`src/rtl/case_insensitive_symbol_table_core_defines.svh`:
```
// ---------------------------------------------------------------------------
// case_insensitive_symbol_table_core_defines
// assertion macros shared by the symbol table modules
// ---------------------------------------------------------------------------
`ifndef CASE_INSENSITIVE_SYMBOL_TABLE_CORE_DEFINES_SVH
`define CASE_INSENSITIVE_SYMBOL_TABLE_CORE_DEFINES_SVH

// same-cycle implication, checked on i_clk with i_rst_n as disable
`define CIST_ASSERT_SAME(label, ante, cons) \
    label: assert property (@(posedge i_clk) disable iff (!i_rst_n) (ante) |-> (cons)) \
        else $error("cist: same-cycle check failed");

// next-cycle implication, checked on i_clk with i_rst_n as disable
`define CIST_ASSERT_NEXT(label, ante, cons) \
    label: assert property (@(posedge i_clk) disable iff (!i_rst_n) (ante) |=> (cons)) \
        else $error("cist: next-cycle check failed");

`endif

```
`src/rtl/cist_pkg.sv`:
```
// ---------------------------------------------------------------------------
// cist_pkg
// sizes, codes and shared types of the symbol table core
// ---------------------------------------------------------------------------
package cist_pkg;

    localparam int ENTRY_COUNT = 64;
    localparam int NAME_BYTES  = 8;
    localparam int NAME_W      = 8 * NAME_BYTES;
    localparam int IDX_W       = $clog2(ENTRY_COUNT);
    // priority search runs over slices of the match and free vectors
    localparam int SCAN_W      = (ENTRY_COUNT < 32) ? ENTRY_COUNT : 32;
    localparam int NCHUNK      = (ENTRY_COUNT + SCAN_W - 1) / SCAN_W;
    localparam int PAD_W       = NCHUNK * SCAN_W;
    localparam int CHUNK_W     = (NCHUNK > 1) ? $clog2(NCHUNK) : 1;
    localparam int OFF_W       = $clog2(SCAN_W);
    localparam int SLOT_W      = 6;

    typedef logic [IDX_W-1:0]   t_idx;
    typedef logic [OFF_W-1:0]   t_off;
    typedef logic [CHUNK_W-1:0] t_chunk;
    typedef logic [NAME_W-1:0]  t_name;
    typedef logic [SLOT_W-1:0]  t_slot;

    typedef enum logic [1:0] {
        STAT_OK    = 2'd0,
        STAT_DUP   = 2'd1,
        STAT_FULL  = 2'd2,
        STAT_UNDEF = 2'd3
    } t_status;

    typedef enum logic [1:0] {
        MODE_INSERT = 2'd0,
        MODE_LOOKUP = 2'd1,
        MODE_MARK   = 2'd2
    } t_mode;

    typedef struct packed {
        logic [1:0]  mode;
        logic [63:0] sym_name;
    } t_in;

    typedef struct packed {
        t_status status;
        t_slot   slot;
        logic    is_constant;
    } t_out;

    typedef enum logic [1:0] {
        S_IDLE    = 2'd0,
        S_COMPARE = 2'd1,
        S_SCAN    = 2'd2,
        S_COMMIT  = 2'd3
    } t_state;

    typedef struct packed {
        logic capture;
        logic compare;
        logic scan;
        logic commit;
    } t_dp_cmd;

    typedef struct packed {
        logic last_chunk;
    } t_dp_stat;

endpackage

```
`src/rtl/cist_ctrl.sv`:
```
// ---------------------------------------------------------------------------
// cist_ctrl
// request sequencer: capture, compare, slice scan, commit
// ---------------------------------------------------------------------------
`include "case_insensitive_symbol_table_core_defines.svh"

module cist_ctrl (
    input  logic               i_clk,
    input  logic               i_rst_n,
    input  logic               i_in_valid,
    output logic               o_in_ready,
    output logic               o_out_valid,
    input  logic               i_out_ready,
    output cist_pkg::t_dp_cmd  o_cmd,
    input  cist_pkg::t_dp_stat i_stat
);

    cist_pkg::t_state r_state;
    cist_pkg::t_state n_state;
    logic             r_out_valid;
    logic             n_out_valid;
    logic             out_free;

    assign out_free = !r_out_valid || i_out_ready;

    always_comb begin
        n_state = r_state;
        case (r_state)
            cist_pkg::S_IDLE: begin
                if (i_in_valid) begin
                    n_state = cist_pkg::S_COMPARE;
                end
            end
            cist_pkg::S_COMPARE: begin
                n_state = cist_pkg::S_SCAN;
            end
            cist_pkg::S_SCAN: begin
                if (i_stat.last_chunk) begin
                    n_state = cist_pkg::S_COMMIT;
                end
            end
            cist_pkg::S_COMMIT: begin
                if (out_free) begin
                    n_state = cist_pkg::S_IDLE;
                end
            end
            default: begin
                n_state = cist_pkg::S_IDLE;
            end
        endcase
    end

    always_comb begin
        o_in_ready    = (r_state == cist_pkg::S_IDLE);
        o_cmd.capture = (r_state == cist_pkg::S_IDLE) && i_in_valid;
        o_cmd.compare = (r_state == cist_pkg::S_COMPARE);
        o_cmd.scan    = (r_state == cist_pkg::S_SCAN);
        o_cmd.commit  = (r_state == cist_pkg::S_COMMIT) && out_free;
        if (o_cmd.commit) begin
            n_out_valid = 1'b1;
        end else if (i_out_ready) begin
            n_out_valid = 1'b0;
        end else begin
            n_out_valid = r_out_valid;
        end
    end

    always_ff @(posedge i_clk) begin
        if (!i_rst_n) begin
            r_state     <= cist_pkg::S_IDLE;
            r_out_valid <= 1'b0;
        end else begin
            r_state     <= n_state;
            r_out_valid <= n_out_valid;
        end
    end

    assign o_out_valid = r_out_valid;

    `CIST_ASSERT_SAME(a_commit_needs_room, o_cmd.commit, !r_out_valid || i_out_ready)
    `CIST_ASSERT_NEXT(a_commit_shows_word, o_cmd.commit, r_out_valid)
    `CIST_ASSERT_NEXT(a_scan_runs_to_end, r_state == cist_pkg::S_SCAN && !i_stat.last_chunk, r_state == cist_pkg::S_SCAN)

endmodule

```
`config.mk`:
```
export PLATFORM = sky130hd
export DESIGN_NAME = cist_ctrl
export DESIGN_NICKNAME = d
export VERILOG_FILES = /design/src/rtl/cist_pkg.sv /design/src/rtl/cist_ctrl.sv
export VERILOG_INCLUDE_DIRS = /design/src /design/src/rtl
export SDC_FILE = /design/constraint.sdc
export NUM_CORES = 1
export LEC_CHECK = 0
export ABC_AREA = 1
export BUFFER_PORTS_ARGS = -buffer_cell sky130_fd_sc_hd__buf_2
export CAP_MARGIN = 40
export CORE_AREA = 2 2 39 41
export CTS_CLUSTER_SIZE = 28
export DETAILED_ROUTE_END_ITERATION = 6
export DIE_AREA = 0 0 41 43
export PLACE_DENSITY = 0.47
export SLEW_MARGIN = 20
export SYNTH_ARGS = -nofsm -noshare
export SYNTH_HDL_FRONTEND = slang
export SYNTH_SLANG_ARGS = --single-unit
```
`constraint.sdc`:
```
create_clock -name i_clk -period 1.8 [get_ports i_clk]
set_clock_uncertainty 0.15 [all_clocks]
set_input_delay 0.27 -clock i_clk [delete_from_list [all_inputs] [get_ports i_clk]]
set_output_delay 0.27 -clock i_clk [all_outputs]
set_load 0.05 [all_outputs]
```
After elaboration in Yosys (flattened, before gate mapping)
Cells that the tools add are included.
{"block": "word_totals", "register_bits": 3, "inputBits": 5, "word_cells": 21, "out_inout_bits": 6}
{"block": "op_classes", "muxes": 6, "eq_ne": 6, "reduce_logical": 7}
{"operator": "$pmux W2 S4", "count": 1}
{"operator": "$mux W2", "count": 3}
{"operator": "$eq A2 B2 Y1 const B", "count": 2}
{"operator": "$ne A2 B2 Y1 const B", "count": 2}
{"operator": "$reduce_and A3 Y1", "count": 1}
{"operator": "$eq A2 B1 Y1 const B", "count": 1}
{"operator": "$logic_and A1 B1 Y1", "count": 2}
{"operator": "$logic_not A2 Y1", "count": 1}
{"operator": "$mux W1", "count": 2}
{"operator": "$ne A2 B1 Y1 const B", "count": 1}
{"operator": "$reduce_bool A2 Y1", "count": 1}
{"operator": "$logic_not A1 Y1", "count": 1}
{"operator": "$logic_or A1 B1 Y1", "count": 1}

Depth between registers and ports, before layout
{"block": "logic_depth", "ltp_word": 4, "depth_mapped": 7, "ltp_nobuf": 7}

Worst setup path before layout
OpenSTA, ideal clock, no wires.
{"block": "synth_timing", "kind": "register to output", "start": "reg r_state[0]", "end": "out o_cmd[3] in the netlist's numbering", "path_slack_ns": 0.049, "path_stages_with_launch": 5, "n_path_buf": 0, "t_required_ns": 1.380, "t_arrival_ns": 1.331, "path_cell_list": "dfxtp_1 inv_1 ha_1 nand2_1 inv_1"}
{"item": "start, declared", "line_no": "cist_ctrl.sv:18", "rtl": "cist_pkg::t_state r_state;"}
{"item": "start signal, assigned", "line_no": "cist_ctrl.sv:70", "rtl": "r_state <= cist_pkg::S_IDLE;"}
{"item": "start signal, assigned", "line_no": "cist_ctrl.sv:73", "rtl": "r_state <= n_state;"}
{"item": "end, declared", "line_no": "cist_ctrl.sv:14", "rtl": "output cist_pkg::t_dp_cmd o_cmd,"}

==> results.py <==
metrics = {
    "synth": {
        "synth-seq-area-share": 0.250,
        "syn_area_um2": 240,
        "avgSynthCellArea_um2": 6.86,
        "ys_warn_count": 0,
        "ys_ff_latch": 3,
        "syn_inst": 35,
        "synth_fp_nets": 44,
        "ys_types": 12,
    },
    "cells_and_area": {
        "drive_above_1_share": 0.354,
        "nets": 58,
        "antenna_cells": 0,
        "area_growth_pct": 37.0,
        "stdcell_area_um2": 329,
    },
    "placement": {
        "gp_congestion": 0.663,
        "port_buffers": 10,
        "placed_area_um2": 303,
        "dpl.hpwl_um": 378,
    },
    "worst_setup_path": {
        "start_kind": "flip-flop",
        "criticalPathCategory": "reg2out",
        "critPathArrivalTime_ns": 1.22,
        "path_max_fanout": 4,
        "r2r-start": "r_state[0]",
        "reg2regPathDepth": 7,
        "end_kind": "primary output",
        "r2r_end": "r_state[0]",
        "required_ns": 1.38,
        "r2r_slack_ns": 0.46,
    },
    "min_path": {
        "hold_path_startpoint": "i_rst_n",
        "hold_class": "in2reg",
        "hold_path_end": "r_state[1]",
        "hold_depth": 3,
    },
    "clock_network": {
        "clkTransAtPathRegs_ns": 0.03,
        "root_buffer": "clkbuf_4",
        "clock_latency_ns": 0.23,
        "post_cts_resized": 0,
        "cts_setup_buffers": 0,
        "clock_sinks": 3,
        "htree_levels": 1,
        "tritoncts": "yes",
        "clock_path_buffers": 2,
        "numCtsBuffers": 3,
        "hold_buffers": 0,
    },
    "route": {
        "drtIter0Drc": 1,
        "vias": 230,
        "drtPass1Iterations": 3,
        "vias_per_cell": 3.59,
        "post-route-drc-count": 0,
        "ant_nets": 0,
        "wl_um": 429,
        "wl_per_cell_um": 6.70,
    },
    "grt": {
        "grt_pass1_wl_um": 717,
        "grt_max_degree": 5,
        "grt_use_total": 0.0662,
        "grt_overflow": 0,
        "grt_pass1_vias": 198,
        "antenna_found_initial": 0,
    },
    "floorplanning": {
        "fp.dieW_um": 41,
        "core_um2": 1380,
        "die_h_um": 43,
        "ios": 11,
        "dieArea_um2": 1760,
        "rows": 14,
        "initial_core_util": 0.174,
    },
    "sta": {
        "tns_ns": 0,
        "setup_viol": 0,
        "max_freq_ghz": 0.608,
        "drv_slew": 0,
        "hold_viol_final": 0,
        "finalCritPeriodShare": 0.914,
        "worst_pin_slew_ns": 0.249,
        "min_period_ns": 1.64,
        "rsz0062_at_grt": "false",
        "relSlewSlack": 0.835,
    },
    "flow_run": {
        "maxCapViolCount": 0,
    },
    "status": {
        "status": "finished, final reports clean",
    },
}
sequential cells by signal, indices dropped and copies added, names as in the netlist:
name / flops
o_out_valid: 1
r_state: 2
Yosys cell counts:
cell type / n / area, µm²
a21boi_0: 1 / 7.51
a21oi_1: 1 / 5.00
buf_4: 1 / 7.51
dfxtp_1: 3 / 60.1
ha_1: 4 / 50.1
inv_1: 9 / 33.8
nand2_1: 4 / 15.0
nand2_2: 3 / 18.8
nand3_1: 1 / 5.00
nand4_1: 2 / 12.5
nor2_1: 5 / 18.8
nor2_2: 1 / 6.26
metrics by stage:
| stage | setup slack [ns] | std cells | hold slack (ns) | utilization |
|---|---|---|---|---|
| global route | 0.0318 | 64 | 0.157 | 0.238 |
| floorplan | 0.0492 | 35 | 0.241 | - |
| finish | 0.155 | 64 | 0.146 | 0.238 |
| global placement | 0.389 | 60 | 0.353 | 0.219 |
| detailed placement | 0.380 | 60 | 0.351 | 0.219 |
| CTS | 0.130 | 64 | 0.139 | 0.238 |
critical path, cell delays in order (launching register included):
cell and delay, ns:
dfxtp_1 0.37, inv_1 0.08, ha_1 0.24, nand2_1 0.07, inv_1 0.03, buf_2 0.20
layer usage:
| metal | vias up | track usage | wire length [µm] |
|---|---|---|---|
| li1 | 129 | - | - |
| met1 | 97 | 0.0673 | 181 |
| met2 | 4 | 0.0844 | 225 |
| met3 | 0 | 0.0314 | 22 |
| met4 | 0 | 0.0800 | 0 |
| met5 | - | 0 | 0 |
cell type report:
| class | count | area (µm²) |
|---|---|---|
| fill | 163 | 1050 |
| multi-input combinational | 22 | 139 |
| sequential | 3 | 60.1 |
| tap | 16 | 20.0 |
| timing repair buffer | 10 | 50.0 |
| inverter | 9 | 33.8 |
| clock buffer | 4 | 26.3 |
cell usage in the layout (no fill, tap or decap):
cell / count
buf_2: 10
ha_1: 4
inv_1: 9
nand2_1: 4
a21boi_0: 1
a21oi_1: 1
nand3_1: 1
nand4_1: 2
nor2_1: 5
dfxtp_1: 3
nand2_2: 3
clkbuf_1: 1
clkbuf_4: 3
nor2_2: 1
worst max path at each step:
stage / start / endpoint / cells after the start
global placement: r_state[0] / o_cmd[3] / 5
floorplan: r_state[0] / o_cmd[3] / 4
global route: r_state[0] / o_cmd[3] / 5
finish: r_state[0] / o_cmd[3] / 5
CTS: r_state[0] / o_cmd[3] / 5
detailed placement: r_state[0] / o_cmd[3] / 5
cells by family after synthesis:
| kind of cell | share of synthesized area |
|---|---|
| buffers and inverters | 0.172 |
| adders and majority gates | 0.208 |
| AOI/OAI and AO/OA | 0.0521 |
| DFF | 0.250 |
| and+or+nand+nor | 0.318 |
Power is left out: the tool's default activity adds up to more than one toggle a clock period on the data nets, which glitch-free logic cannot reach.
